<file path="src/rtl/cbd_pkg.sv">
// Shared types and constants for the console bus decoder with mirrored RAM.
// Holds the address map, field codes, item structs and memory geometry.
// No dependencies; every other file except cbd_ram uses it through scoped names.
`default_nettype none

package cbd_pkg;

   // Memory geometry.
   localparam int WORK_RAM_DEPTH   = 2048;
   localparam int NAME_TABLE_DEPTH = 4096;
   localparam int PALETTE_DEPTH    = 32;
   localparam int WRAM_AW = $clog2(WORK_RAM_DEPTH);
   localparam int NT_AW   = $clog2(NAME_TABLE_DEPTH);
   localparam int PAL_AW  = $clog2(PALETTE_DEPTH);
   localparam int PPU_AW  = 14;

   // Access kinds.
   localparam logic [1:0] FUNC_CPU_READ  = 2'd0;
   localparam logic [1:0] FUNC_CPU_WRITE = 2'd1;
   localparam logic [1:0] FUNC_PPU_READ  = 2'd2;
   localparam logic [1:0] FUNC_PPU_WRITE = 2'd3;

   // Target codes.
   localparam logic [2:0] TGT_NONE = 3'd0;
   localparam logic [2:0] TGT_PPU  = 3'd1;
   localparam logic [2:0] TGT_APU  = 3'd2;
   localparam logic [2:0] TGT_CTRL = 3'd3;
   localparam logic [2:0] TGT_DMA  = 3'd4;
   localparam logic [2:0] TGT_PRG  = 3'd5;
   localparam logic [2:0] TGT_CHR  = 3'd6;

   // Name table mirroring modes; codes above horizontal act as four-screen.
   localparam logic [2:0] MIR_SINGLE_LO  = 3'd0;
   localparam logic [2:0] MIR_SINGLE_HI  = 3'd1;
   localparam logic [2:0] MIR_VERTICAL   = 3'd2;
   localparam logic [2:0] MIR_HORIZONTAL = 3'd3;

   // CPU address map.
   localparam logic [15:0] ADDR_PPU_BASE   = 16'h2000;
   localparam logic [15:0] ADDR_APU_BASE   = 16'h4000;
   localparam logic [15:0] ADDR_APU_LAST   = 16'h4013;
   localparam logic [15:0] ADDR_OAM_DMA    = 16'h4014;
   localparam logic [15:0] ADDR_APU_STATUS = 16'h4015;
   localparam logic [15:0] ADDR_CTRL0      = 16'h4016;
   localparam logic [15:0] ADDR_CTRL1      = 16'h4017;
   localparam logic [15:0] ADDR_CART_BASE  = 16'h4100;
   localparam logic [7:0]  APU_REG_UNUSED0 = 8'h09;
   localparam logic [7:0]  APU_REG_UNUSED1 = 8'h0D;
   localparam logic [15:0] DMA_INDEX       = 16'd4;
   localparam logic [15:0] CTRL_ALL        = 16'd2;
   localparam logic [7:0]  OBUS_MASK       = 8'h20;

   // PPU address map.
   localparam logic [PPU_AW-1:0] PPU_NT_BASE  = 14'h2000;
   localparam logic [PPU_AW-1:0] PPU_PAL_BASE = 14'h3F00;

   typedef struct packed {
      logic [1:0]  func;
      logic [15:0] addr;
      logic [7:0]  data;
      logic [7:0]  ext_read_data;
      logic        ext_present;
      logic [2:0]  mirror_mode;
   } req_type;

   typedef struct packed {
      logic [7:0]  read_data;
      logic [2:0]  target;
      logic [15:0] target_index;
      logic        target_write;
      logic [7:0]  target_data;
   } rsp_type;

   // Where the read byte of an item comes from.
   typedef enum logic [2:0] {
      SRC_ZERO,
      SRC_EXT,
      SRC_EXT_OBUS,
      SRC_LATCH,
      SRC_WRAM,
      SRC_NT,
      SRC_PAL
   } rd_src_type;

   typedef enum logic [1:0] {
      LATCH_KEEP,
      LATCH_READ,
      LATCH_WRITE
   } latch_op_type;

   // Decoded item held between the memory read and the result.
   typedef struct packed {
      rd_src_type   rd_src;
      latch_op_type latch_op;
      logic [7:0]   ext_data;
      logic [7:0]   wr_data;
      logic [2:0]   target;
      logic [15:0]  target_index;
      logic         target_write;
      logic [7:0]   target_data;
   } pipe_type;

   typedef struct packed {
      logic [WRAM_AW-1:0] wram_addr;
      logic               wram_we;
      logic [NT_AW-1:0]   nt_addr;
      logic               nt_we;
      logic [PAL_AW-1:0]  pal_addr;
      logic               pal_we;
      logic [7:0]         wdata;
   } mem_req_type;

   typedef enum logic {
      CLR_RUN,
      CLR_DONE
   } clr_state_type;

   typedef struct packed {
      logic             active;
      logic [NT_AW-1:0] addr;
   } clr_type;

endpackage

`default_nettype wire

</file>
<file path="src/rtl/cbd_clear.sv">
// Clearing sequencer: sweeps every memory entry to zero after reset.
// Depends on cbd_pkg for the sweep length and the state and status types.
`default_nettype none

module cbd_clear (
   input  wire logic        clock,
   input  wire logic        reset,
   output cbd_pkg::clr_type clr
);

   cbd_pkg::clr_state_type   state_ff, state_in;
   logic [cbd_pkg::NT_AW-1:0] count_ff, count_in;
   logic                      last;

   localparam logic [cbd_pkg::NT_AW-1:0] LAST_ENTRY =
      cbd_pkg::NT_AW'(cbd_pkg::NAME_TABLE_DEPTH - 1);

   assign last = (count_ff == LAST_ENTRY);

   always_ff @(posedge clock) begin
      if (reset) begin
         state_ff <= cbd_pkg::CLR_RUN;
         count_ff <= '0;
      end else begin
         state_ff <= state_in;
         count_ff <= count_in;
      end
   end

   always_comb begin
      state_in = state_ff;
      case (state_ff)
         cbd_pkg::CLR_RUN:  if (last) state_in = cbd_pkg::CLR_DONE;
         cbd_pkg::CLR_DONE: state_in = cbd_pkg::CLR_DONE;
         default:           state_in = cbd_pkg::CLR_RUN;
      endcase
   end

   always_comb begin
      count_in   = count_ff;
      clr.active = 1'b0;
      clr.addr   = count_ff;
      case (state_ff)
         cbd_pkg::CLR_RUN: begin
            clr.active = 1'b1;
            count_in   = count_ff + 1'b1;
         end
         default: begin
            clr.active = 1'b0;
         end
      endcase
   end

endmodule

`default_nettype wire

</file>
<file path="config.mk">
export PLATFORM = sky130hd
export DESIGN_NAME = cbd_clear
export DESIGN_NICKNAME = d
export VERILOG_FILES = /design/src/rtl/cbd_pkg.sv /design/src/rtl/cbd_clear.sv
export SDC_FILE = /design/constraint.sdc
export NUM_CORES = 1
export LEC_CHECK = 0
export ABC_CLOCK_PERIOD_IN_PS = 4000
export BUFFER_PORTS_ARGS = -buffer_cell sky130_fd_sc_hd__buf_2
export CAP_MARGIN = 20
export CORE_AREA = 5 5 42 44
export CTS_BUF_LIST = sky130_fd_sc_hd__clkbuf_8 sky130_fd_sc_hd__clkbuf_16
export DETAILED_ROUTE_END_ITERATION = 7
export DIE_AREA = 0 0 47 49
export PLACE_DENSITY_LB_ADDON = 0.12
export SKIP_LAST_GASP = 1
export SLEW_MARGIN = 20
export SYNTH_ARGS = -nofsm -noshare
export SYNTH_HDL_FRONTEND = slang
export SYNTH_SLANG_ARGS = --single-unit
</file>
<file path="constraint.sdc">
create_clock -name clock -period 4 [get_ports clock]
set_clock_uncertainty 0.1 [all_clocks]
set_input_delay 0.4 -clock clock [delete_from_list [all_inputs] [get_ports clock]]
set_output_delay 0.4 -clock clock [all_outputs]
set_load 0.005 [all_outputs]
</file>
==> run_results.csv <==
group,metric,value,unit
logic_synthesis,synth.area.mux_share,1.691,%
global_routing,antenna_found_initial,0,
floorplanning,die_h,49,um
timing,hold_ws,0.3881,ns
clocking,clock-sinks,13,
logic_synthesis,synth_top_family_by_area,"simple AND/OR/NAND/NOR gates",
logic_synthesis,synth_xor_area_share,5.920,%
layout,n_fill_cell,147,
global_routing,grt_overflow,0,
clocking,postCtsResizedCells,0,
timing,worstMarginPinSlew,0.2654,ns
floorplanning,initial_utilization,42.23,%
detailed_routing,drt_first_pass_iters,2,
logic_synthesis,syn_nets,65,
hold_path,worstHoldStart,"reset",
timing,tns,0,ns
logic_synthesis,synth.avg_cell_area,9.545,um^2
logic_synthesis,ys.flop_type,"dfxtp_1",
clocking,clk_pin_slew_worst_paths,0.05,ns
worst_setup_path,startpoint_type,"flip-flop",
logic_synthesis,synth_cells,62,
logic_synthesis,synth_compound_area_share,14.38,%
worst_setup_path,r2r_end,"count_ff[10]$_SDFFE_PP0N_",
hold_path,worstHoldPathCells,2,
detailed_routing,vias,497,
floorplanning,ios,15,
detailed_routing,ant_nets,0,
layout,n_antenna_cell,0,
floorplanning,core_area,1401,um^2
run_status,outcome,"completed",
global_routing,grt_pass1_vias,470,
worst_setup_path,cp_data_required_time,4.07,ns
logic_synthesis,syn_area,591.8,um^2
layout,areaGrowthSynthToFinish,20.30,%
clocking,cts_root_buffer,"clkbuf_8",
timing,final_hold_viol_count,0,
worst_setup_path,crit_type,"flip-flop to flip-flop",
logic_synthesis,synth_warnings,0,
timing,grt_setup_unrepaired,"no",
worst_setup_path,rr_startpoint,"count_ff[0]$_SDFFE_PP0N_",
timing,setup_viol,0,
timing,period_share,40.92,%
pwr,power_density,366.2,nW/um^2
detailed_routing,wire_per_inst,12.85,um
logic_synthesis,ys_types,23,
placement,routabilityCongestion,0.6874,
worst_setup_path,startpoint,"count_ff[0]$_SDFFE_PP0N_",
layout,layout-drive-gt1-share,26.92,%
floorplanning,placementRows,14,
detailed_routing,vias_per_cell,5.287,
placement,portBuffers,14,
detailed_routing,drc_errors,0,
hold_path,min_path_type,"primary input to flip-flop",
job,maxCapViolCount,0,
clocking,cts_tree,"built",
floorplanning,die_x,47,um
clocking,ctsHoldBuffers,0,
pwr,peakVddDrop,0.2057,mV
global_routing,grt_usage,12.49,%
worst_setup_path,reg2regPathDepth,4,
logic_synthesis,synthSimpleGateAreaFrac,28.12,%
placement,hpwlAfterDp,877.4,um
timing,fmax,611.0,MHz
timing,slew_viol_final,0,
logic_synthesis,synthAdderAreaFrac,2.114,%
logic_synthesis,ys_ff_latch,13,
timing,min_period,1.637,ns
timing,max-slew-margin-rel,82.29,%
worst_setup_path,worstPathArrival,1.71,ns
worst_setup_path,cp_max_fo,6,
clocking,h-tree-depth,1,
floorplanning,dieArea,2303,um^2
clocking,cts_buffer_depth,2,
clocking,post_cts_buffers,0,
pwr,leakagePower,0.2977,nW
worst_setup_path,r2r_slack,2.36,ns
logic_synthesis,ys_seq_area_share,43.97,%
worst_setup_path,worstSetupEndpointType,"flip-flop",
hold_path,holdPathEnd,"count_ff[4]$_SDFFE_PP0N_",
detailed_routing,drtIter0Drc,1,
logic_synthesis,synthArstFlopShare,0,%
clocking,clock_latency,0.24,ns
global_routing,grt_pass1_wl,2145,um
detailed_routing,wl,1208,um
clocking,cts_made_buffers,3,
global_routing,grt_max_degree,14,
layout,fin_nets,82,
logic_synthesis,synth_edf_count,0,
==> registers in the layout, summed over array words and instances (netlist names) <==
signal,flops
count_ff,12
state_ff,1
==> power by group <==
group | switching [W] | leakage, nW | internal [W]
registers | 0.00000445 | 0.105 | 0.000132
clock network | 0.0000447 | 0.0269 | 0.0000676
logic | 0.00000621 | 0.165 | 0.00000540
==> synth_stat cells (2+ instances only) <==
| master | instances | share of area (%) |
|---|---|---|
| o31ai_1 | 4 | 5.1 |
| inv_1 | 2 | 1.3 |
| dfxtp_1 | 13 | 44 |
| or3_1 | 3 | 3.2 |
| o21ai_0 | 3 | 2.5 |
| nor2_1 | 5 | 3.2 |
| xor2_1 | 3 | 4.4 |
| nand3_1 | 3 | 2.5 |
| or4_1 | 4 | 5.1 |
| nand2_1 | 2 | 1.3 |
| a21oi_1 | 8 | 6.8 |
==> worst max-delay path by stage <==
stage | endpoint | slack, ns | cells after the start
global placement | count_ff[10]$_SDFFE_PP0N_ | 2.40 | 4
CTS | count_ff[10]$_SDFFE_PP0N_ | 2.36 | 4
floorplan | count_ff[10]$_SDFFE_PP0N_ | 2.43 | 4
global route | count_ff[10]$_SDFFE_PP0N_ | 2.24 | 4
detailed placement | count_ff[10]$_SDFFE_PP0N_ | 2.38 | 4
finish | count_ff[10]$_SDFFE_PP0N_ | 2.36 | 4
==> kinds of logic after synthesis <==
logic type	Yosys count
AO/OA/AOI/OAI	15
XOR/XNOR	4
adder cells (fa/ha/maj)	1
buffers and inverters	4
flip-flops	13
multiplexers	1
AND/OR/NAND/NOR	24
==> metrics by stage <==
step	instances	total power, W	utilization (%)	setup slack (ns)	cell area, um^2
floorplan	62	0.0001463	-	2.429	591.8
global placement	90	0.0001515	47.59	2.405	666.9
detailed placement	90	0.0001514	47.59	2.378	666.9
CTS	94	0.0002679	50.80	2.357	711.9
global route	94	0.0002789	50.80	2.239	711.9
finish	94	0.0002607	50.80	2.363	711.9
==> cell usage in the layout, fill, tap and decap left out, drive strengths merged, types with 2 or more instances in the layout <==
cell,n
buf,14
dfxtp,13
a21oi,8
nor2,5
o31ai,4
or4,4
or3,4
inv,3
xor2,3
nand3,3
o21ai,3
clkbuf,3
nand2,2
nand4,2
nand4b,2
==> worst max-delay path, stage by stage, from the launching register on <==
cell and delay (ns):
dfxtp_1 0.42, ha_1 0.25, nand3b_2 0.14, or4_1 0.52, a21oi_1 0.15
==> area by class of cell <==
| type | count | area [um^2] | area share [%] |
|---|---|---|---|
| clock buffer | 3 | 41.29 | 5.800 |
| clock inverter | 1 | 3.754 | 0.5272 |
| inverter | 2 | 7.507 | 1.054 |
| multi-input combinational | 45 | 309.0 | 43.41 |
| sequential | 13 | 260.3 | 36.56 |
| tap | 16 | 20.02 | 2.812 |
| timing repair buffer | 14 | 70.07 | 9.842 |
==> routing by layer <==
layer / vias to the layer above / wire length [um] / track usage, %
li1: 260 / - / -
met3: 2 / 55 / 3.321
met5: - / 0 / 0
met1: 228 / 582 / 16.59
met2: 7 / 561 / 17.65
met4: 0 / 8 / 6.912
No activity file was read; power rests on OpenSTA's default activity.
