## config.mk

```make
export PLATFORM = sky130hd
export DESIGN_NAME = cbd_ram
export DESIGN_NICKNAME = d
export VERILOG_FILES = /design/src/rtl/cbd_ram.sv
export SDC_FILE = /design/constraint.sdc
export NUM_CORES = 1
export LEC_CHECK = 0
export CELL_PAD_IN_SITES_DETAIL_PLACEMENT = 0
export CELL_PAD_IN_SITES_GLOBAL_PLACEMENT = 2
export CORE_UTILIZATION = 48
export CTS_CLUSTER_SIZE = 30
export DETAILED_ROUTE_END_ITERATION = 8
export DONT_BUFFER_PORTS = 1
export GPL_ROUTABILITY_DRIVEN = 0
export PLACE_DENSITY = 0.75
export SLEW_MARGIN = 30
export SYNTH_ARGS = -nofsm -noshare
export SYNTH_HDL_FRONTEND = slang
export SYNTH_SLANG_ARGS = --single-unit
```

## constraint.sdc

```tcl
create_clock -name clock -period 3 [get_ports clock]
set_clock_uncertainty 0.05 [all_clocks]
set_input_delay 0.6 -clock clock [delete_from_list [all_inputs] [get_ports clock]]
set_output_delay 0.6 -clock clock [all_outputs]
set_load 0.01 [all_outputs]
```

## src/rtl/cbd_ram.sv

```systemverilog
// Generic single-port synchronous RAM with a registered read port.
// Standalone; used for work RAM, name table RAM and palette RAM.
`default_nettype none

module cbd_ram #(
   parameter int DEPTH = 32,
   parameter int WIDTH = 8
) (
   input  wire logic                     clock,
   input  wire logic                     we,
   input  wire logic                     re,
   input  wire logic [$clog2(DEPTH)-1:0] addr,
   input  wire logic [WIDTH-1:0]         wdata,
   output logic      [WIDTH-1:0]         rdata
);

   logic [WIDTH-1:0] mem [DEPTH];
   logic [WIDTH-1:0] rdata_ff;

   always_ff @(posedge clock) begin
      if (we) begin
         mem[addr] <= wdata;
      end
      if (re) begin
         rdata_ff <= mem[addr];
      end
   end

   assign rdata = rdata_ff;

endmodule

`default_nettype wire

```

==> metrics.csv, run 1 <==
stage;metric;value;unit
clock_network;htreeDepth;1;
synth;syn_nets;592;
global_route;grt_pass1_wl;33900;µm
sta;max_freq;530;MHz
layout;instances_no_fill;879;
worst_setup_path;critPathMaxStageDelay;0.69;ns
worst_setup_path;worst-path-buf-inv;0;
clock_network;cts_hold_buf;0;
synth;syn_inst;576;
floorplanning;die-height;148;µm
synth;synth_area_leaders;edfxtp_1, mux2i_1, o22ai_1, buf_2, nor2_1;
worst_setup_path;cp_top_family;simple AND/OR/NAND/NOR gates;
detailed_routing;first_iter_violations;559;
worst_setup_path;setup.worst_path.class;in2reg;
sta;maxSlewHeadroom;0.456;
synth;yosysWarnings;0;
global_route;gr-total-overflow;0;
worst_setup_path;worst-path-max-fanout;132;
layout;drive_gt1_frac;0.0795;
synth;ys_seq_elements;264;
outcome;outcome;complete, no violations;
clock_network;clk_path_buf_depth;3;
worst_setup_path;path_cells;or3b_2, nor2_1;
clock_network;root_buffer;clkbuf_16;
synth;synth.avg_cell_area;17.9;µm²
clock_network;ctsResizeCount;0;
sta;fin_ws;1.11;ns
clock_network;post_cts_buffers;0;
floorplanning;rows;53;
placement;port_buffers;0;
placement;dpl-instance-area;10600;µm²
global_route;grt_util_all_layers;0.216;
synth;synth_area;10300;µm²
worst_setup_path;worst_ep_required_time;3.10;ns
detailed_routing;first_pass_iters;5;
flow_run;maxCapViolCount;0;
synth;ys_seq_area_frac;0.771;
detailed_routing;wl_per_cell;25.9;µm
synth;yosysUniqueCellTypes;23;
sta;period_share;0.629;
synth;synth_top_area_cell;edfxtp_1;
sta;hold_ws;0.115;ns
placement;place_inst;830;
global_route;grt_pass1_vias;5146;
floorplanning;design.core.area;21000;µm²
clock_network;clk_pin_slew;0.06;ns
layout;area_delta_synth_final;10.4;%
worst_setup_path;r2r_setup_slack;1.22;ns
detailed_routing;route.detailed.drc;0;
sta;worst_pin_slew;0.814;ns
synth;netlist.area_leader.share;0.771;
floorplanning;num_io_pins;24;
worst_setup_path;cp.arrival;1.99;ns
detailed_routing;via_per_inst;5.90;
pwr;ir_drop;0.500;mV
sta;fin_setup_tns;0;ns
floorplanning;initial_core_util;0.489;
layout;n_antenna_cell;0;
global_route;antenna_found_initial;0;
clock_network;clock-sinks;264;
sta;final_hold_viol_count;0;
worst_setup_path;cp-end-kind;register;
sta;rsz0062_at_grt;no;
layout;final_area;11400;µm²
pwr;power.density;648;nW/µm²
floorplanning;die_area;22000;µm²
hold_path;hold_class;in2reg;
sta;period_needed;1.89;ns
placement;dp_hpwl;14500;µm
detailed_routing;drt.antenna.violating_nets;0;
layout;fin_nets;600;
clock_network;worstSkewPairLatency;0.53;ns
floorplanning;die_w;148;µm
detailed_routing;vias;5185;
detailed_routing;wirelength;22800;µm
global_route;grt_max_degree;133;
layout;fillCellCount;1647;
placement;place_ws;0.644;ns
pwr;power_leakage;0.00383;µW
worst_setup_path;worst_path_max_delay_cell;nor2_1;
clock_network;cts_tree;built;
sta;slew_violations;0;
sta;setup_viol;0;
clock_network;cts_buffers;27;
worst_setup_path;startpoint_type;input port;
==> path summary, 6_finish.rpt <==
path / start / to / cells after the start
worst min register to register: mem[6][7] / rdata[7] / 4
worst min-delay path: wdata[2] / mem[31][2] / 0
worst max-delay path: addr[1] / mem[8][0] / 2
worst max register to register: mem[10][7] / rdata[7] / 4
==> cells in the mapped netlist (all sizes together) <==
cell	instances
or4bb	1
nor2	29
or3b	3
mux2i	128
clkbuf	9
or4b	4
nor4	16
nor3	4
or4	1
nand3	2
nand2	10
o22ai	64
edfxtp	264
or3	1
nand4b	4
nand4	1
buf	26
nand3b	4
nand4bb	5
==> logic make-up (layout without fill, tap and decap cells) <==
| kind of cell | count (synthesis) | in the layout | share of synthesized area |
|---|---|---|---|
| flip-flops | 264 | 264 | 0.771 |
| AND/OR/NAND/NOR | 85 | 85 | 0.0482 |
| AO/OA/AOI/OAI | 64 | 64 | 0.0395 |
| multiplexers | 128 | 128 | 0.125 |
| buffers and inverters | 35 | 63 | 0.0170 |
==> metal layers <==
layer | part of all wire | vias up | track usage
li1 | - | 2346 | -
met1 | 0.42 | 2647 | 0.292
met2 | 0.49 | 146 | 0.363
met3 | 0.051 | 46 | 0.0322
met4 | 0.032 | 0 | 0.0624
met5 | 0 | - | 0
==> worst register-to-register path, delay by kind of cell, from the launching register on <==
family           cells  cell delay [ns]
AO/OA/AOI/OAI        1             0.12
flip-flops           1             0.37
multiplexers         1             0.21
AND/OR/NAND/NOR      2             0.72
==> cell usage in the layout, fill, tap and decap left out, types with 2 or more instances in the layout <==
| cell | instances |
|---|---|
| mux2i_1 | 128 |
| nand4b_1 | 4 |
| nor3_1 | 4 |
| o22ai_1 | 63 |
| or4b_1 | 4 |
| nor4_1 | 16 |
| nand3_1 | 2 |
| nand2_1 | 10 |
| clkbuf_1 | 10 |
| nand3b_1 | 4 |
| or3b_2 | 3 |
| clkinv_1 | 9 |
| buf_4 | 14 |
| nand4bb_1 | 5 |
| nor2_1 | 29 |
| clkbuf_16 | 27 |
| edfxtp_1 | 264 |
==> area by class of cell <==
type                    instances  area, µm²  area share
well taps                     275        344      0.0303
clock buffers                  37        713      0.0628
flip-flops and latches        264       7930       0.698
multi-input cells             277       2180       0.192
repair buffers                 14        105     0.00926
clock inverters                12       77.6     0.00683
==> stage by stage <==
stage / total power, µW / utilization
after floorplan: 4410 / -
after global placement: 4430 / 0.502
after detailed placement: 4430 / 0.502
after CTS: 7410 / 0.540
after global routing: 7560 / 0.540
final: 7360 / 0.540
==> registers in the layout (all words and copies together), names as in the netlist <==
register  count
mem         256
rdata         8
==> report_power, final <==
group	switching [µW]	internal, µW	leakage, µW
sequential	23.9	4120	0.00239
clock	1270	1730	0.000381
combinational	111	91.3	0.00107
Power figures use the tool's default switching activity.
==> run 2, diff against run 1 <==
clock period = 1.81 ns   (was 3 ns; I/O delays follow)
==> run 2 against run 1 <==
  * Flip-flop and latch count unchanged
  * First-iteration DRC count is 32% lower
  * Wire length decreased by 1.9%
  * Global-route usage is 0.41 points lower
  * Sequential share of layout area fell by 3.4 points
  * Clock power is 68% higher
  * Register-to-register slack worse by 1.1 ns
  * Final area grew 5.2%
  * Critical path type is now reg2reg
==> metrics.csv, run 2 (synthesis results as in run 1) <==
stage;metric;value;unit
outcome;outcome;complete, no violations;
detailed_routing;via_per_inst;5.77;
placement;dp_hpwl;14400;µm
clock_network;cts_tree;built;
global_route;grt_max_degree;133;
layout;instances_no_fill;907;
global_route;grt_util_all_layers;0.211;
detailed_routing;vias;5231;
placement;place_ws;-0.164;ns
clock_network;clock-sinks;264;
sta;max_freq;578;MHz
clock_network;worstSkewPairLatency;0.53;ns
detailed_routing;wirelength;22400;µm
sta;period_share;0.956;
detailed_routing;first_pass_iters;5;
layout;drive_gt1_frac;0.185;
floorplanning;die-height;148;µm
placement;place_inst;850;
layout;largest_reg_flops;256;
layout;layout_common_cells;edfxtp_1, mux2i_1, o22ai_1;
worst_setup_path;startpoint_type;register;
placement;port_buffers;0;
detailed_routing;first_iter_violations;379;
worst_setup_path;cp-end-kind;register;
sta;final_hold_viol_count;0;
worst_setup_path;cp.arrival;1.93;ns
detailed_routing;drt.antenna.violating_nets;0;
sta;fin_setup_tns;0;ns
sta;rsz0062_at_grt;no;
global_route;antenna_found_initial;0;
global_route;gr-total-overflow;0;
floorplanning;rows;53;
sta;slew_violations;0;
floorplanning;design.core.area;21000;µm²
layout;n_antenna_cell;0;
detailed_routing;wl_per_cell;24.7;µm
global_route;grt_pass1_wl;33700;µm
pwr;ir_drop;0.813;mV
clock_network;clk_path_buf_depth;3;
clock_network;clk_pin_slew;0.06;ns
global_route;grt_pass1_vias;5292;
floorplanning;die_w;148;µm
worst_setup_path;worst-path-max-fanout;1;
sta;fin_ws;0.0800;ns
flow_run;maxCapViolCount;0;
detailed_routing;route.detailed.drc;0;
clock_network;htreeDepth;1;
hold_path;hold_class;in2reg;
pwr;power.density;1040;nW/µm²
layout;final_common_cell;edfxtp_1;
sta;worst_pin_slew;0.655;ns
clock_network;root_buffer;clkbuf_16;
layout;area_delta_synth_final;16.1;%
floorplanning;num_io_pins;24;
sta;setup_viol;0;
floorplanning;initial_core_util;0.489;
layout;fin_nets;630;
sta;hold_ws;0.0397;ns
layout;top_register;mem;
floorplanning;die_area;22000;µm²
sta;period_needed;1.73;ns
worst_setup_path;setup.worst_path.class;reg2reg;
pwr;power_leakage;0.00406;µW
worst_setup_path;worst_ep_required_time;2.01;ns
worst_setup_path;r2r_setup_slack;0.08;ns
sta;maxSlewHeadroom;0.559;
clock_network;cts_buffers;28;
[run 2: changes by cell type in the layout (fill, tap and decap cells not counted), moves of 2 or more]
cell	before	now
nor2_1	29	1
buf_4	14	31
nor2_4	0	15
nor2_2	0	13
buf_12	0	11
clkinv_2	1	7
clkbuf_1	10	5
nor3_1	4	0
nor3_4	0	4
clkinv_1	9	6
clkbuf_16	27	29
[run 2: power by group]
group          switching (µW)  internal, µW
sequential               41.2          6830
clock                    2170          2900
combinational             301           224
[run 2: area by class of cell]
class	count	area, µm²
multi-input combinational	277	2390
sequential	264	7930
fill	1579	9080
clock inverter	14	73.8
tap	275	344
timing repair buffer	43	463
clock buffer	34	744
[run 2: routing by layer]
layer,up-vias,part of all wire,global-route usage
met5,-,0,0
met4,0,0.024,0.0582
met3,35,0.039,0.0301
met2,116,0.50,0.356
met1,2666,0.44,0.289
li1,2414,-,-
[run 2: path summary, 6_finish.rpt]
check	endpoint	start	depth (start not counted)
hold reg to reg	rdata[6]	mem[27][6]	4
hold / removal	mem[26][7]	addr[2]	1
setup reg to reg	rdata[2]	mem[26][2]	4
setup / recovery	rdata[2]	mem[26][2]	4
[run 2: repair_timing]
item | in CTS | in global routing
endpoints found under the hold margin | 264 | 0
resized for setup | 0 | 1
buffers inserted | 0 | 0
setup endpoints to repair | 0 | 1
hold buffers | 9 | 0
[run 2: per-stage QoR]
| stage | utilization | instance area (µm²) | power (µW) |
|---|---|---|---|
| after global placement | 0.521 | 10900 | 7390 |
| after CTS | 0.568 | 11900 | 12600 |
| after detailed placement | 0.521 | 10900 | 7390 |
| after global routing | 0.568 | 11900 | 12800 |
| after floorplan | - | 10500 | 7340 |
| final | 0.568 | 11900 | 12500 |
[run 2: critical path, cell delays in order, from the launching register on]
cell      delay (ns)
edfxtp_1        0.37
mux2i_1         0.17
o22ai_1         0.11
nor4_1          0.62
nand2_1         0.12
==> run 3, diff against run 2 <==
CORE_UTILIZATION = 50   (was 48)
PLACE_DENSITY = 0.78   (was 0.75)
clock period = 2.2 ns   (was 1.81 ns; I/O delays follow)
==> run 3 against run 2 <==
  * Sequential share of layout area grew 1.4 points
  * Combinational power shrank 24%
  * Utilization grew 1.2 points
  * Highest routed layer unchanged
==> metrics.csv, run 3 (synthesis results as in run 1) <==
stage;metric;value;unit
clock_network;worstSkewPairLatency;0.53;ns
floorplanning;rows;52;
sta;period_share;0.749;
pwr;power_leakage;0.00403;µW
worst_setup_path;startpoint_type;register;
layout;final_common_cell;edfxtp_1;
clock_network;clock-sinks;264;
global_route;gr-total-overflow;0;
placement;place_ws;0.244;ns
worst_setup_path;cp-end-kind;register;
sta;fin_ws;0.552;ns
layout;largest_reg_flops;256;
floorplanning;num_io_pins;24;
pwr;ir_drop;0.737;mV
pwr;power.density;864;nW/µm²
layout;top_register;mem;
outcome;outcome;complete, no violations;
floorplanning;initial_core_util;0.510;
global_route;grt_max_degree;133;
worst_setup_path;cp-startpoint;mem[11][4];
clock_network;htreeDepth;1;
hold_path;hold_class;in2reg;
layout;area_delta_synth_final;13.7;%
layout;layout_common_cells;edfxtp_1, mux2i_1, o22ai_1;
pwr;finalPower;10100;µW
worst_setup_path;r2r_cells;5;
worst_setup_path;rr_startpoint;mem[11][4];
global_route;antenna_found_initial;0;
sta;max_freq;607;MHz
floorplanning;design.core.area;20200;µm²
hold_path;hold_path.startpoint;wdata[7];
placement;port_buffers;0;
detailed_routing;wirelength;22600;µm
layout;fin_nets;631;
sta;hold_ws;0.161;ns
global_route;grt_pass1_wl;33100;µm
detailed_routing;via_per_inst;5.77;
flow_run;maxCapViolCount;0;
detailed_routing;vias;5214;
layout;drive_gt1_frac;0.132;
floorplanning;die-height;145;µm
clock_network;ctsResizeCount;0;
worst_setup_path;setup.worst_path.class;reg2reg;
global_route;grt_util_all_layers;0.216;
clock_network;clk_path_buf_depth;3;
detailed_routing;drt.antenna.violating_nets;0;
sta;maxSlewHeadroom;0.639;
clock_network;cts_tree;built;
floorplanning;die_w;145;µm
sta;worst_pin_slew;0.540;ns
sta;period_needed;1.65;ns
hold_path;hold_depth;1;
clock_network;cts_buffers;26;
global_route;grt_pass1_vias;5223;
sta;rsz0062_at_grt;no;
worst_setup_path;cp.arrival;1.85;ns
sta;setup_viol;0;
worst_setup_path;worst-path-max-fanout;1;
detailed_routing;first_pass_iters;4;
sta;fin_setup_tns;0;ns
sta;final_hold_viol_count;0;
clock_network;clk_pin_slew;0.06;ns
detailed_routing;first_iter_violations;421;
clock_network;root_buffer;clkbuf_16;
detailed_routing;route.detailed.drc;0;
floorplanning;die_area;21100;µm²
detailed_routing;wl_per_cell;25.0;µm
worst_setup_path;worst_ep_required_time;2.40;ns
placement;dp_hpwl;14400;µm
sta;slew_violations;0;
layout;n_antenna_cell;0;
layout;final_core_util;0.580;
[run 3: final cells by class]
cell class | instances | area [µm²]
multi-input combinational | 277 | 2200
clock inverter | 15 | 105
clock buffer | 32 | 673
timing repair buffer | 46 | 448
tap | 270 | 338
sequential | 264 | 7930
fill | 1563 | 8470
[run 3: path summary, 6_finish.rpt]
check | endpoint | slack (ns)
worst max-delay path | rdata[4] | 0.55
worst min-delay path | mem[29][7] | 0.16
worst max register to register | rdata[4] | 0.55
worst min register to register | rdata[7] | 0.71
[run 3: per-stage QoR]
stage                     area (µm²)  instances
after floorplan                10300        576
final                          11700        904
after global routing           11700        904
after CTS                      11700        904
after detailed placement       10700        848
after global placement         10700        848
[run 3: timing repair]
action	CTS	global route
setup buffers	0	0
hold buffers	9	0
endpoints found under the hold margin	264	0
endpoints found under the setup margin	0	0
[run 3: report_power, final]
part	leakage, µW	switching, µW	internal (µW)
clock	0.000373	1760	2290
combinational	0.00127	229	168
sequential	0.00239	35.3	5610
[run 3: routing by layer]
layer | vias up | GRT usage | part of all wire
li1 | 2413 | - | -
met1 | 2630 | 0.278 | 0.41
met2 | 137 | 0.375 | 0.51
met3 | 34 | 0.0433 | 0.056
met4 | 0 | 0.0632 | 0.027
met5 | - | 0 | 0
[run 3: worst max-delay path: stages (launching register included)]
cell and delay [ns]:
edfxtp_1 0.36, mux2i_1 0.32, o22ai_1 0.15, nor4_1 0.29, buf_4 0.16, nand2_1 0.05
