$ cat config.mk
export PLATFORM = sky130hd
export DESIGN_NAME = cbd_decode
export DESIGN_NICKNAME = d
export VERILOG_FILES = /design/src/rtl/cbd_pkg.sv /design/src/rtl/cbd_decode.sv
export SDC_FILE = /design/constraint.sdc
export NUM_CORES = 1
export LEC_CHECK = 0
export ABC_CLOCK_PERIOD_IN_PS = 3100
export BUFFER_PORTS_ARGS = -buffer_cell sky130_fd_sc_hd__buf_2
export CORE_MARGIN = 1.5
export CORE_UTILIZATION = 36
export DETAILED_ROUTE_END_ITERATION = 10
export PLACE_DENSITY = 0.85
export SYNTH_ARGS = -nofsm -noshare
export SYNTH_HDL_FRONTEND = slang
export SYNTH_SLANG_ARGS = --single-unit
$ cat constraint.sdc
create_clock -name vclk -period 3.1
set_input_delay 0.62 -clock vclk [all_inputs]
set_output_delay 0.62 -clock vclk [all_outputs]
set_load 0.02 [all_outputs]
$ cat src/rtl/cbd_pkg.sv
// Shared types and constants for the console bus decoder with mirrored RAM.
// Holds the address map, field codes, item structs and memory geometry.
// No dependencies; every other file except cbd_ram uses it through scoped names.
`default_nettype none

package cbd_pkg;

   // Memory geometry.
   localparam int WORK_RAM_DEPTH   = 2048;
   localparam int NAME_TABLE_DEPTH = 4096;
   localparam int PALETTE_DEPTH    = 32;
   localparam int WRAM_AW = $clog2(WORK_RAM_DEPTH);
   localparam int NT_AW   = $clog2(NAME_TABLE_DEPTH);
   localparam int PAL_AW  = $clog2(PALETTE_DEPTH);
   localparam int PPU_AW  = 14;

   // Access kinds.
   localparam logic [1:0] FUNC_CPU_READ  = 2'd0;
   localparam logic [1:0] FUNC_CPU_WRITE = 2'd1;
   localparam logic [1:0] FUNC_PPU_READ  = 2'd2;
   localparam logic [1:0] FUNC_PPU_WRITE = 2'd3;

   // Target codes.
   localparam logic [2:0] TGT_NONE = 3'd0;
   localparam logic [2:0] TGT_PPU  = 3'd1;
   localparam logic [2:0] TGT_APU  = 3'd2;
   localparam logic [2:0] TGT_CTRL = 3'd3;
   localparam logic [2:0] TGT_DMA  = 3'd4;
   localparam logic [2:0] TGT_PRG  = 3'd5;
   localparam logic [2:0] TGT_CHR  = 3'd6;

   // Name table mirroring modes; codes above horizontal act as four-screen.
   localparam logic [2:0] MIR_SINGLE_LO  = 3'd0;
   localparam logic [2:0] MIR_SINGLE_HI  = 3'd1;
   localparam logic [2:0] MIR_VERTICAL   = 3'd2;
   localparam logic [2:0] MIR_HORIZONTAL = 3'd3;

   // CPU address map.
   localparam logic [15:0] ADDR_PPU_BASE   = 16'h2000;
   localparam logic [15:0] ADDR_APU_BASE   = 16'h4000;
   localparam logic [15:0] ADDR_APU_LAST   = 16'h4013;
   localparam logic [15:0] ADDR_OAM_DMA    = 16'h4014;
   localparam logic [15:0] ADDR_APU_STATUS = 16'h4015;
   localparam logic [15:0] ADDR_CTRL0      = 16'h4016;
   localparam logic [15:0] ADDR_CTRL1      = 16'h4017;
   localparam logic [15:0] ADDR_CART_BASE  = 16'h4100;
   localparam logic [7:0]  APU_REG_UNUSED0 = 8'h09;
   localparam logic [7:0]  APU_REG_UNUSED1 = 8'h0D;
   localparam logic [15:0] DMA_INDEX       = 16'd4;
   localparam logic [15:0] CTRL_ALL        = 16'd2;
   localparam logic [7:0]  OBUS_MASK       = 8'h20;

   // PPU address map.
   localparam logic [PPU_AW-1:0] PPU_NT_BASE  = 14'h2000;
   localparam logic [PPU_AW-1:0] PPU_PAL_BASE = 14'h3F00;

   typedef struct packed {
      logic [1:0]  func;
      logic [15:0] addr;
      logic [7:0]  data;
      logic [7:0]  ext_read_data;
      logic        ext_present;
      logic [2:0]  mirror_mode;
   } req_type;

   typedef struct packed {
      logic [7:0]  read_data;
      logic [2:0]  target;
      logic [15:0] target_index;
      logic        target_write;
      logic [7:0]  target_data;
   } rsp_type;

   // Where the read byte of an item comes from.
   typedef enum logic [2:0] {
      SRC_ZERO,
      SRC_EXT,
      SRC_EXT_OBUS,
      SRC_LATCH,
      SRC_WRAM,
      SRC_NT,
      SRC_PAL
   } rd_src_type;

   typedef enum logic [1:0] {
      LATCH_KEEP,
      LATCH_READ,
      LATCH_WRITE
   } latch_op_type;

   // Decoded item held between the memory read and the result.
   typedef struct packed {
      rd_src_type   rd_src;
      latch_op_type latch_op;
      logic [7:0]   ext_data;
      logic [7:0]   wr_data;
      logic [2:0]   target;
      logic [15:0]  target_index;
      logic         target_write;
      logic [7:0]   target_data;
   } pipe_type;

   typedef struct packed {
      logic [WRAM_AW-1:0] wram_addr;
      logic               wram_we;
      logic [NT_AW-1:0]   nt_addr;
      logic               nt_we;
      logic [PAL_AW-1:0]  pal_addr;
      logic               pal_we;
      logic [7:0]         wdata;
   } mem_req_type;

   typedef enum logic {
      CLR_RUN,
      CLR_DONE
   } clr_state_type;

   typedef struct packed {
      logic             active;
      logic [NT_AW-1:0] addr;
   } clr_type;

endpackage

`default_nettype wire

$ cat src/rtl/cbd_decode.sv
// Address decoder: turns one bus access into memory requests and a decoded item.
// Depends on cbd_pkg for the address map, codes and structs.
`default_nettype none

module cbd_decode (
   input  wire cbd_pkg::req_type     req,
   output cbd_pkg::mem_req_type      mem_req,
   output cbd_pkg::pipe_type         pipe
);

   logic [cbd_pkg::PPU_AW-1:0] ppu_addr;
   logic [cbd_pkg::NT_AW-1:0]  nt_index;
   logic [cbd_pkg::PAL_AW-1:0] pal_index;
   logic                       ppu_read;

   assign ppu_addr = req.addr[cbd_pkg::PPU_AW-1:0];
   assign ppu_read = (req.func == cbd_pkg::FUNC_PPU_READ);

   always_comb begin
      case (req.mirror_mode)
         cbd_pkg::MIR_SINGLE_LO:  nt_index = {2'b00, ppu_addr[9:0]};
         cbd_pkg::MIR_SINGLE_HI:  nt_index = {2'b01, ppu_addr[9:0]};
         cbd_pkg::MIR_VERTICAL:   nt_index = {1'b0, ppu_addr[10:0]};
         cbd_pkg::MIR_HORIZONTAL: nt_index = {1'b0, ppu_addr[11], ppu_addr[9:0]};
         default:                 nt_index = ppu_addr[cbd_pkg::NT_AW-1:0];
      endcase
   end

   // Background color entries of the sprite palettes alias those of the background palettes.
   assign pal_index = (ppu_addr[1:0] == 2'b00) ? {1'b0, ppu_addr[3:0]}
                                               : ppu_addr[cbd_pkg::PAL_AW-1:0];

   always_comb begin
      mem_req.wram_addr = req.addr[cbd_pkg::WRAM_AW-1:0];
      mem_req.nt_addr   = nt_index;
      mem_req.pal_addr  = pal_index;
      mem_req.wdata     = req.data;
      mem_req.wram_we   = 1'b0;
      mem_req.nt_we     = 1'b0;
      mem_req.pal_we    = 1'b0;

      pipe.rd_src       = cbd_pkg::SRC_ZERO;
      pipe.latch_op     = cbd_pkg::LATCH_KEEP;
      pipe.ext_data     = req.ext_read_data;
      pipe.wr_data      = req.data;
      pipe.target       = cbd_pkg::TGT_NONE;
      pipe.target_index = 16'h0000;
      pipe.target_write = 1'b0;
      pipe.target_data  = 8'h00;

      case (req.func)
         cbd_pkg::FUNC_CPU_READ: begin
            pipe.latch_op = cbd_pkg::LATCH_READ;
            if (req.addr < cbd_pkg::ADDR_PPU_BASE) begin
               pipe.rd_src = cbd_pkg::SRC_WRAM;
            end else if (req.addr < cbd_pkg::ADDR_APU_BASE) begin
               pipe.target       = cbd_pkg::TGT_PPU;
               pipe.target_index = {13'h0000, req.addr[2:0]};
               pipe.rd_src       = cbd_pkg::SRC_EXT;
            end else if (req.addr == cbd_pkg::ADDR_APU_STATUS) begin
               pipe.target       = cbd_pkg::TGT_APU;
               pipe.target_index = {8'h00, req.addr[7:0]};
               pipe.rd_src       = cbd_pkg::SRC_EXT_OBUS;
            end else if (req.addr == cbd_pkg::ADDR_CTRL0 ||
                         req.addr == cbd_pkg::ADDR_CTRL1) begin
               pipe.target       = cbd_pkg::TGT_CTRL;
               pipe.target_index = {15'h0000, req.addr[0]};
               pipe.rd_src       = req.ext_present ? cbd_pkg::SRC_EXT : cbd_pkg::SRC_ZERO;
            end else if (req.addr >= cbd_pkg::ADDR_CART_BASE) begin
               pipe.target       = cbd_pkg::TGT_PRG;
               pipe.target_index = req.addr;
               pipe.rd_src       = cbd_pkg::SRC_EXT;
            end else begin
               pipe.rd_src = cbd_pkg::SRC_LATCH;
            end
         end
         cbd_pkg::FUNC_CPU_WRITE: begin
            pipe.latch_op = cbd_pkg::LATCH_WRITE;
            if (req.addr < cbd_pkg::ADDR_PPU_BASE) begin
               mem_req.wram_we = 1'b1;
            end else if (req.addr < cbd_pkg::ADDR_APU_BASE) begin
               pipe.target       = cbd_pkg::TGT_PPU;
               pipe.target_index = {13'h0000, req.addr[2:0]};
               pipe.target_write = 1'b1;
               pipe.target_data  = req.data;
            end else if (req.addr <= cbd_pkg::ADDR_APU_LAST) begin
               // The two unused APU registers swallow the write.
               if (req.addr[7:0] != cbd_pkg::APU_REG_UNUSED0 &&
                   req.addr[7:0] != cbd_pkg::APU_REG_UNUSED1) begin
                  pipe.target       = cbd_pkg::TGT_APU;
                  pipe.target_index = {8'h00, req.addr[7:0]};
                  pipe.target_write = 1'b1;
                  pipe.target_data  = req.data;
               end
            end else if (req.addr == cbd_pkg::ADDR_OAM_DMA) begin
               pipe.target       = cbd_pkg::TGT_DMA;
               pipe.target_index = cbd_pkg::DMA_INDEX;
               pipe.target_write = 1'b1;
               pipe.target_data  = req.data;
            end else if (req.addr == cbd_pkg::ADDR_APU_STATUS ||
                         req.addr == cbd_pkg::ADDR_CTRL1) begin
               pipe.target       = cbd_pkg::TGT_APU;
               pipe.target_index = {8'h00, req.addr[7:0]};
               pipe.target_write = 1'b1;
               pipe.target_data  = req.data;
            end else if (req.addr == cbd_pkg::ADDR_CTRL0) begin
               pipe.target       = cbd_pkg::TGT_CTRL;
               pipe.target_index = cbd_pkg::CTRL_ALL;
               pipe.target_write = 1'b1;
               pipe.target_data  = req.data;
            end else if (req.addr >= cbd_pkg::ADDR_CART_BASE) begin
               pipe.target       = cbd_pkg::TGT_PRG;
               pipe.target_index = req.addr;
               pipe.target_write = 1'b1;
               pipe.target_data  = req.data;
            end
         end
         default: begin
            if (ppu_addr < cbd_pkg::PPU_NT_BASE) begin
               pipe.target       = cbd_pkg::TGT_CHR;
               pipe.target_index = {2'b00, ppu_addr};
               if (ppu_read) begin
                  pipe.rd_src = cbd_pkg::SRC_EXT;
               end else begin
                  pipe.target_write = 1'b1;
                  pipe.target_data  = req.data;
               end
            end else if (ppu_addr < cbd_pkg::PPU_PAL_BASE) begin
               if (ppu_read) begin
                  pipe.rd_src = cbd_pkg::SRC_NT;
               end else begin
                  mem_req.nt_we = 1'b1;
               end
            end else begin
               if (ppu_read) begin
                  pipe.rd_src = cbd_pkg::SRC_PAL;
               end else begin
                  mem_req.pal_we = 1'b1;
               end
            end
         end
      endcase
   end

endmodule

`default_nettype wire

==> results of run 1 <==
## path summary, 6_finish.rpt
check	slack [ns]	endpoint	start	cells after the start
worst max-delay path	0.10	pipe[14]	req[33]	7
worst min-delay path	1.24	pipe[36]	req[4]	0
## logic make-up after synthesis
logic type             synth area share, %
buffers and inverters                 36.6
AO/OA/AOI/OAI                         20.6
AND/OR/NAND/NOR                       42.8
## routing by layer
metal	share of wire, %	wire length [um]	up-vias	GRT usage, %
li1	-	-	722	-
met1	44	1480	633	25.0
met2	46	1550	87	29.4
met3	9.1	305	2	0.440
met4	0.18	6	0	0.974
met5	0	0	-	0
## per-stage QoR
step | instances | cell area [um2] | hold slack [ns] | util (%) | worst slack (ns)
finish | 280 | 1390 | 1.24 | 46.2 | 0.105
global route | 280 | 1390 | 1.24 | 46.2 | 0.0153
CTS | 280 | 1380 | 1.24 | 46.0 | 0.0967
detailed placement | 280 | 1380 | 1.24 | 46.0 | 0.0967
global placement | 280 | 1380 | 1.24 | 46.0 | 0.124
floorplan | 184 | 1120 | 1.32 | - | 0.234
## critical path, delay by kind of cell
family | cells | cell delay [ns]
simple gates | 4 | 1.17
buf+inv | 2 | 0.27
compound gates | 1 | 0.32
## final cells by class
cell class	count	area [um2]
fillers	307	1620
inverters	4	15.0
multi-input cells	124	713
well taps	33	41.3
repair buffers	119	618
## cells in the final DEF (no fill, tap or decap), types with 2 or more instances in the layout
cell type,n
nand2_1,25
nor3_1,6
o31ai_1,3
nor2b_1,8
and2_1,4
a21oi_1,11
o21ai_0,5
and3_1,7
buf_4,9
a31oi_1,5
a21o_1,2
buf_2,110
nor2_1,20
or2_2,2
nand4_1,2
inv_1,4
nor3b_1,2
## where the power goes
part | internal, mW | leakage, nW | total, mW | switching (mW)
Clock | 0 | 0 | 0 | 0
Sequential | 0 | 0 | 0 | 0
Combinational | 0.0840 | 0.815 | 0.244 | 0.160
==> out/results.tsv, run 1 <==
stage	metric	value	unit
clock_network	hold_buffers	0	
detailed_routing	num_vias	1444	
logic_synthesis	yosysUniqueCellTypes	39	
pwr	ir_drop	0.0626	mV
global_routing	grt_usage	17.1	%
sta	period_needed	3.00	ns
logic_synthesis	synthTopCellsByCount	49 x buf_4, 25 x nand2_1, 20 x nor2_1	
clock_network	post_cts_resized	0	
finish	n_clock_buffer	0	
pwr	p_leak	0.815	nW
sta	setup_viol	0	
pwr	power	244	uW
finish	syn2layout_area_growth	24.2	%
floorplanning	die_h	58.7	um
sta	hold_viol	0	
logic_synthesis	avgSynthCellArea	6.07	um2
floorplanning	io_pins	126	
logic_synthesis	yosysSeqAreaShare	0	%
floorplanning	core_area	3000	um2
critical_path	required	2.48	ns
critical_path	worstSetupStartpointType	input pin	
place	port_buffers	110	
finish	register_area	0	um2
logic_synthesis	yosys_warnings	0	
logic_synthesis	netlist_instances	184	
detailed_routing	wl	3350	um
global_routing	grt_antenna_before_repair	0	
finish	diodes	0	
floorplanning	die_area	3450	um2
critical_path	crit_chain	buf_2 > nor4_4 > nand3_4 > o31a_1 > or4_4 > and3_1 > buf_2	
finish	nets	287	
logic_synthesis	yosysTopAreaCell	buf_4	
critical_path	path_common_cell	buf_2	
global_routing	grt_pass1_vias	1089	
critical_path	path_max_fanout	4	
clock_network	post_cts_buffers	0	
detailed_routing	detail_route.wl_per_cell	12.0	um
sta	tns	0	ns
sta	worst_slew_pin_slew	0.500	ns
critical_path	arrival	2.38	ns
floorplanning	rows	20	
global_routing	grt_first_pass_wirelength	4900	um
critical_path	cp-end-kind	output port	
critical_path	crit_path_max_incr_delay	0.53	ns
finish	drive_above_1_share	51.0	%
pwr	pwr_density_cell	176	nW/um2
hold_path	hp-class	in2out	
logic_synthesis	synth_area	1120	um2
logic_synthesis	synth_most_common_cell	buf_4	
detailed_routing	antenna_left	0	
place	place_hpwl	2680	um
run_status	status	finished clean	
critical_path	cpMaxStageDelayCell	or4_4	
logic_synthesis	synth.top_cell.area_share	32.9	%
sta	rsz0062_at_grt	no	
sta	fmax	0.334	GHz
finish	seq_cells	0	
run	cap_violations	0	
sta	period_share	96.6	%
global_routing	grt_max_degree	16	
global_routing	overflow	0	
detailed_routing	drt_pass1_iterations	4	
detailed_routing	drc	0	
logic_synthesis	syn_nets	222	
logic_synthesis	synthTopCellsByArea	buf_4 33%, nand2_1 8.4%, nor2_1 6.7%	
floorplanning	initial_utilization	37.2	%
floorplanning	fp.dieW	58.7	um
detailed_routing	viasPerCell	5.16	
sta	max_slew_margin	66.4	%
place	routabilityCongestion	0.962	
sta	final_max_slew_viol_count	0	
detailed_routing	drt-initial-drc-count	62	
critical_path	crit_type	in2out	
Note: power is estimated with default switching activity, not from simulation.
==> run 2, diff against run 1 <==
--- a/config.mk
+++ b/config.mk
@@ -7,10 +7,11 @@
 export LEC_CHECK = 0
 export ABC_CLOCK_PERIOD_IN_PS = 3100
 export BUFFER_PORTS_ARGS = -buffer_cell sky130_fd_sc_hd__buf_2
-export CORE_MARGIN = 1.5
+export CORE_MARGIN = 5
 export CORE_UTILIZATION = 36
 export DETAILED_ROUTE_END_ITERATION = 10
 export PLACE_DENSITY = 0.85
+export RECOVER_POWER = 100
 export SYNTH_ARGS = -nofsm -noshare
 export SYNTH_HDL_FRONTEND = slang
 export SYNTH_SLANG_ARGS = --single-unit
==> run 2 against run 1 <==
First-iteration DRC count fell by 16%. Hold slack did not move. Global-route usage fell by 1.6 points. Setup slack got worse by 0.042 ns. Utilization fell by 2.3 points. Final area fell by 4.9%. Die area rose by 25%. Non-clock buffer count rose by 1. Sequential share of layout area did not move. Combinational power fell by 3%. Total power fell by 2.9%. Highest routed layer is now met3.
==> out/results.tsv, run 2 (same netlist as run 1, synthesis figures left out) <==
stage	metric	value	unit	change
clock_network	hold_buffers	0		unchanged
sta	period_needed	3.04	ns	was 3.00 ns
place	place_hpwl	3110	um	was 2680 um
sta	hold_viol	0		unchanged
finish	nets	288		was 287
critical_path	path_max_fanout	4		unchanged
floorplanning	die_area	4320	um2	was 3450 um2
global_routing	grt_max_degree	14		was 16
finish	fillers	356		was 307
floorplanning	io_pins	126		unchanged
sta	fmax	0.329	GHz	was 0.334 GHz
critical_path	crit_type	in2out		unchanged
pwr	pwr_density_cell	179	nW/um2	was 176 nW/um2
sta	rsz0062_at_grt	no		unchanged
critical_path	required	2.48	ns	about the same
global_routing	grt_antenna_before_repair	0		unchanged
pwr	ir_drop	0.0649	mV	was 0.0626 mV
critical_path	cp-end-kind	output port		unchanged
pwr	swShare	69.0	%	was 65.6%
detailed_routing	wl	3740	um	was 3350 um
pwr	combPwrFrac	100.0	%	about the same
global_routing	grt_usage	15.5	%	was 17.1%
critical_path	worstSetupStartpointType	input pin		unchanged
floorplanning	die_h	65.7	um	was 58.7 um
floorplanning	core_area	3000	um2	unchanged
detailed_routing	detail_route.wl_per_cell	13.3	um	was 12.0 um
detailed_routing	drc	0		unchanged
detailed_routing	num_vias	1454		was 1444
run_status	status	finished clean		unchanged
pwr	power.internal	73.4	uW	was 84.0 uW
floorplanning	initial_utilization	37.2	%	unchanged
critical_path	arrival	2.42	ns	was 2.38 ns
detailed_routing	drt_pass1_iterations	4		unchanged
pwr	power_frac_seq	0	%	about the same
pwr	p_sw	163	uW	was 160 uW
pwr	power	237	uW	was 244 uW
floorplanning	fp.dieW	65.7	um	was 58.7 um
sta	worst_slew_pin_slew	0.564	ns	was 0.500 ns
sta	setup_viol	0		unchanged
place	port_buffers	110		unchanged
finish	diodes	0		unchanged
detailed_routing	drt-initial-drc-count	52		was 62
finish	n_clock_buffer	0		unchanged
place	routabilityCongestion	0.947		was 0.962
run	cap_violations	0		unchanged
finish	drive_above_1_share	27.8	%	was 51.0%
hold_path	min_from	req[4]		unchanged
global_routing	overflow	0		unchanged
detailed_routing	antenna_left	0		unchanged
sta	final_max_slew_viol_count	0		unchanged
detailed_routing	viasPerCell	5.17		was 5.16
hold_path	hold_path_depth	0		unchanged
place	place_ws	0.0668	ns	was 0.0967 ns
finish	final_cell_mix	58 x clkbuf_1, 41 x buf_2, 25 x nand2_1		was 110 x buf_2, 25 x nand2_1, 20 x nor2_1
finish	syn2layout_area_growth	18.1	%	was 24.2%
global_routing	grt_first_pass_wirelength	5710	um	was 4900 um
pwr	p_leak	0.640	nW	was 0.815 nW
sta	layout_setup_ws	0.0624	ns	was 0.105 ns
global_routing	grt_pass1_vias	1315		was 1089
hold_path	hp-class	in2out		unchanged
sta	max_slew_margin	62.2	%	was 66.4%
sta	tns	0	ns	unchanged
finish	layout_commonest_cell	clkbuf_1		was buf_2
hold_path	hold_end	pipe[36]		unchanged
finish	register_area	0	um2	unchanged
pwr	pwr-share-clk	0	%	about the same
finish	seq_cells	0		unchanged
floorplanning	rows	20		unchanged
sta	period_share	98.0	%	was 96.6%
==> run 2: cell count changes in the layout (fill, tap and decap cells not counted) <==
cell	delta
clkbuf_2	+12
and2_0	+1
clkbuf_1	+58
and2_1	-1
buf_2	-69
==> run 2: power groups by stage <==
stage	Sequential, mW	Clock (mW)	Combinational [mW]
2_1_floorplan	0	0	0.196
3_3_place_gp	0	0	0.244
3_5_place_dp	0	0	0.247
4_1_cts	0	0	0.247
5_1_grt	0	0	0.257
6_report	0	0	0.237
==> run 2: how the worst max path moves through the flow <==
stage | startpoint | end | slack [ns]
5_1_grt | req[35] | pipe[13] | 0.002
3_5_place_dp | req[33] | pipe[13] | 0.07
2_1_floorplan | req[36] | pipe[0] | 0.23
3_3_place_gp | req[35] | pipe[13] | 0.11
6_report | req[33] | pipe[13] | 0.06
4_1_cts | req[33] | pipe[13] | 0.06
==> run 2: repair_timing <==
| item | in CTS | in global routing |
|---|---|---|
| endpoints found under the hold margin | 0 | 0 |
| endpoints found under the setup margin | 0 | 8 |
| buffers inserted | 0 | 0 |
| resized for setup | 0 | 1 |
==> run 2: worst max-delay path, stage by stage <==
cell and delay (ns):
buf_2 0.12, nor4_4 0.37, nand3_4 0.10, o31a_1 0.33, or4_4 0.54, and3_1 0.18, buf_2 0.15
==> run 2: metal layers <==
layer / track usage (%) / wire [um] / up-vias
li1: - / - / 720
met4: 1.55 / 0 / 0
met1: 20.1 / 1540 / 663
met5: 0 / 0 / -
met2: 28.4 / 1880 / 71
met3: 1.03 / 317 / 0
==> run 2: layout make-up <==
class              instances  area (um2)  area share [%]
inverters                  4        15.0            1.14
multi-input cells        124         713            54.0
well taps                 33        41.3            3.13
repair buffers           120         551            41.7
==> run 2: metrics by stage <==
step | instance area (um2) | hold WS (ns) | util [%] | cells
finish | 1320 | 1.24 | 44.0 | 281
global route | 1320 | 1.24 | 44.0 | 281
CTS | 1390 | 1.24 | 46.3 | 281
detailed placement | 1390 | 1.24 | 46.3 | 281
global placement | 1390 | 1.24 | 46.3 | 281
floorplan | 1120 | 1.32 | - | 184
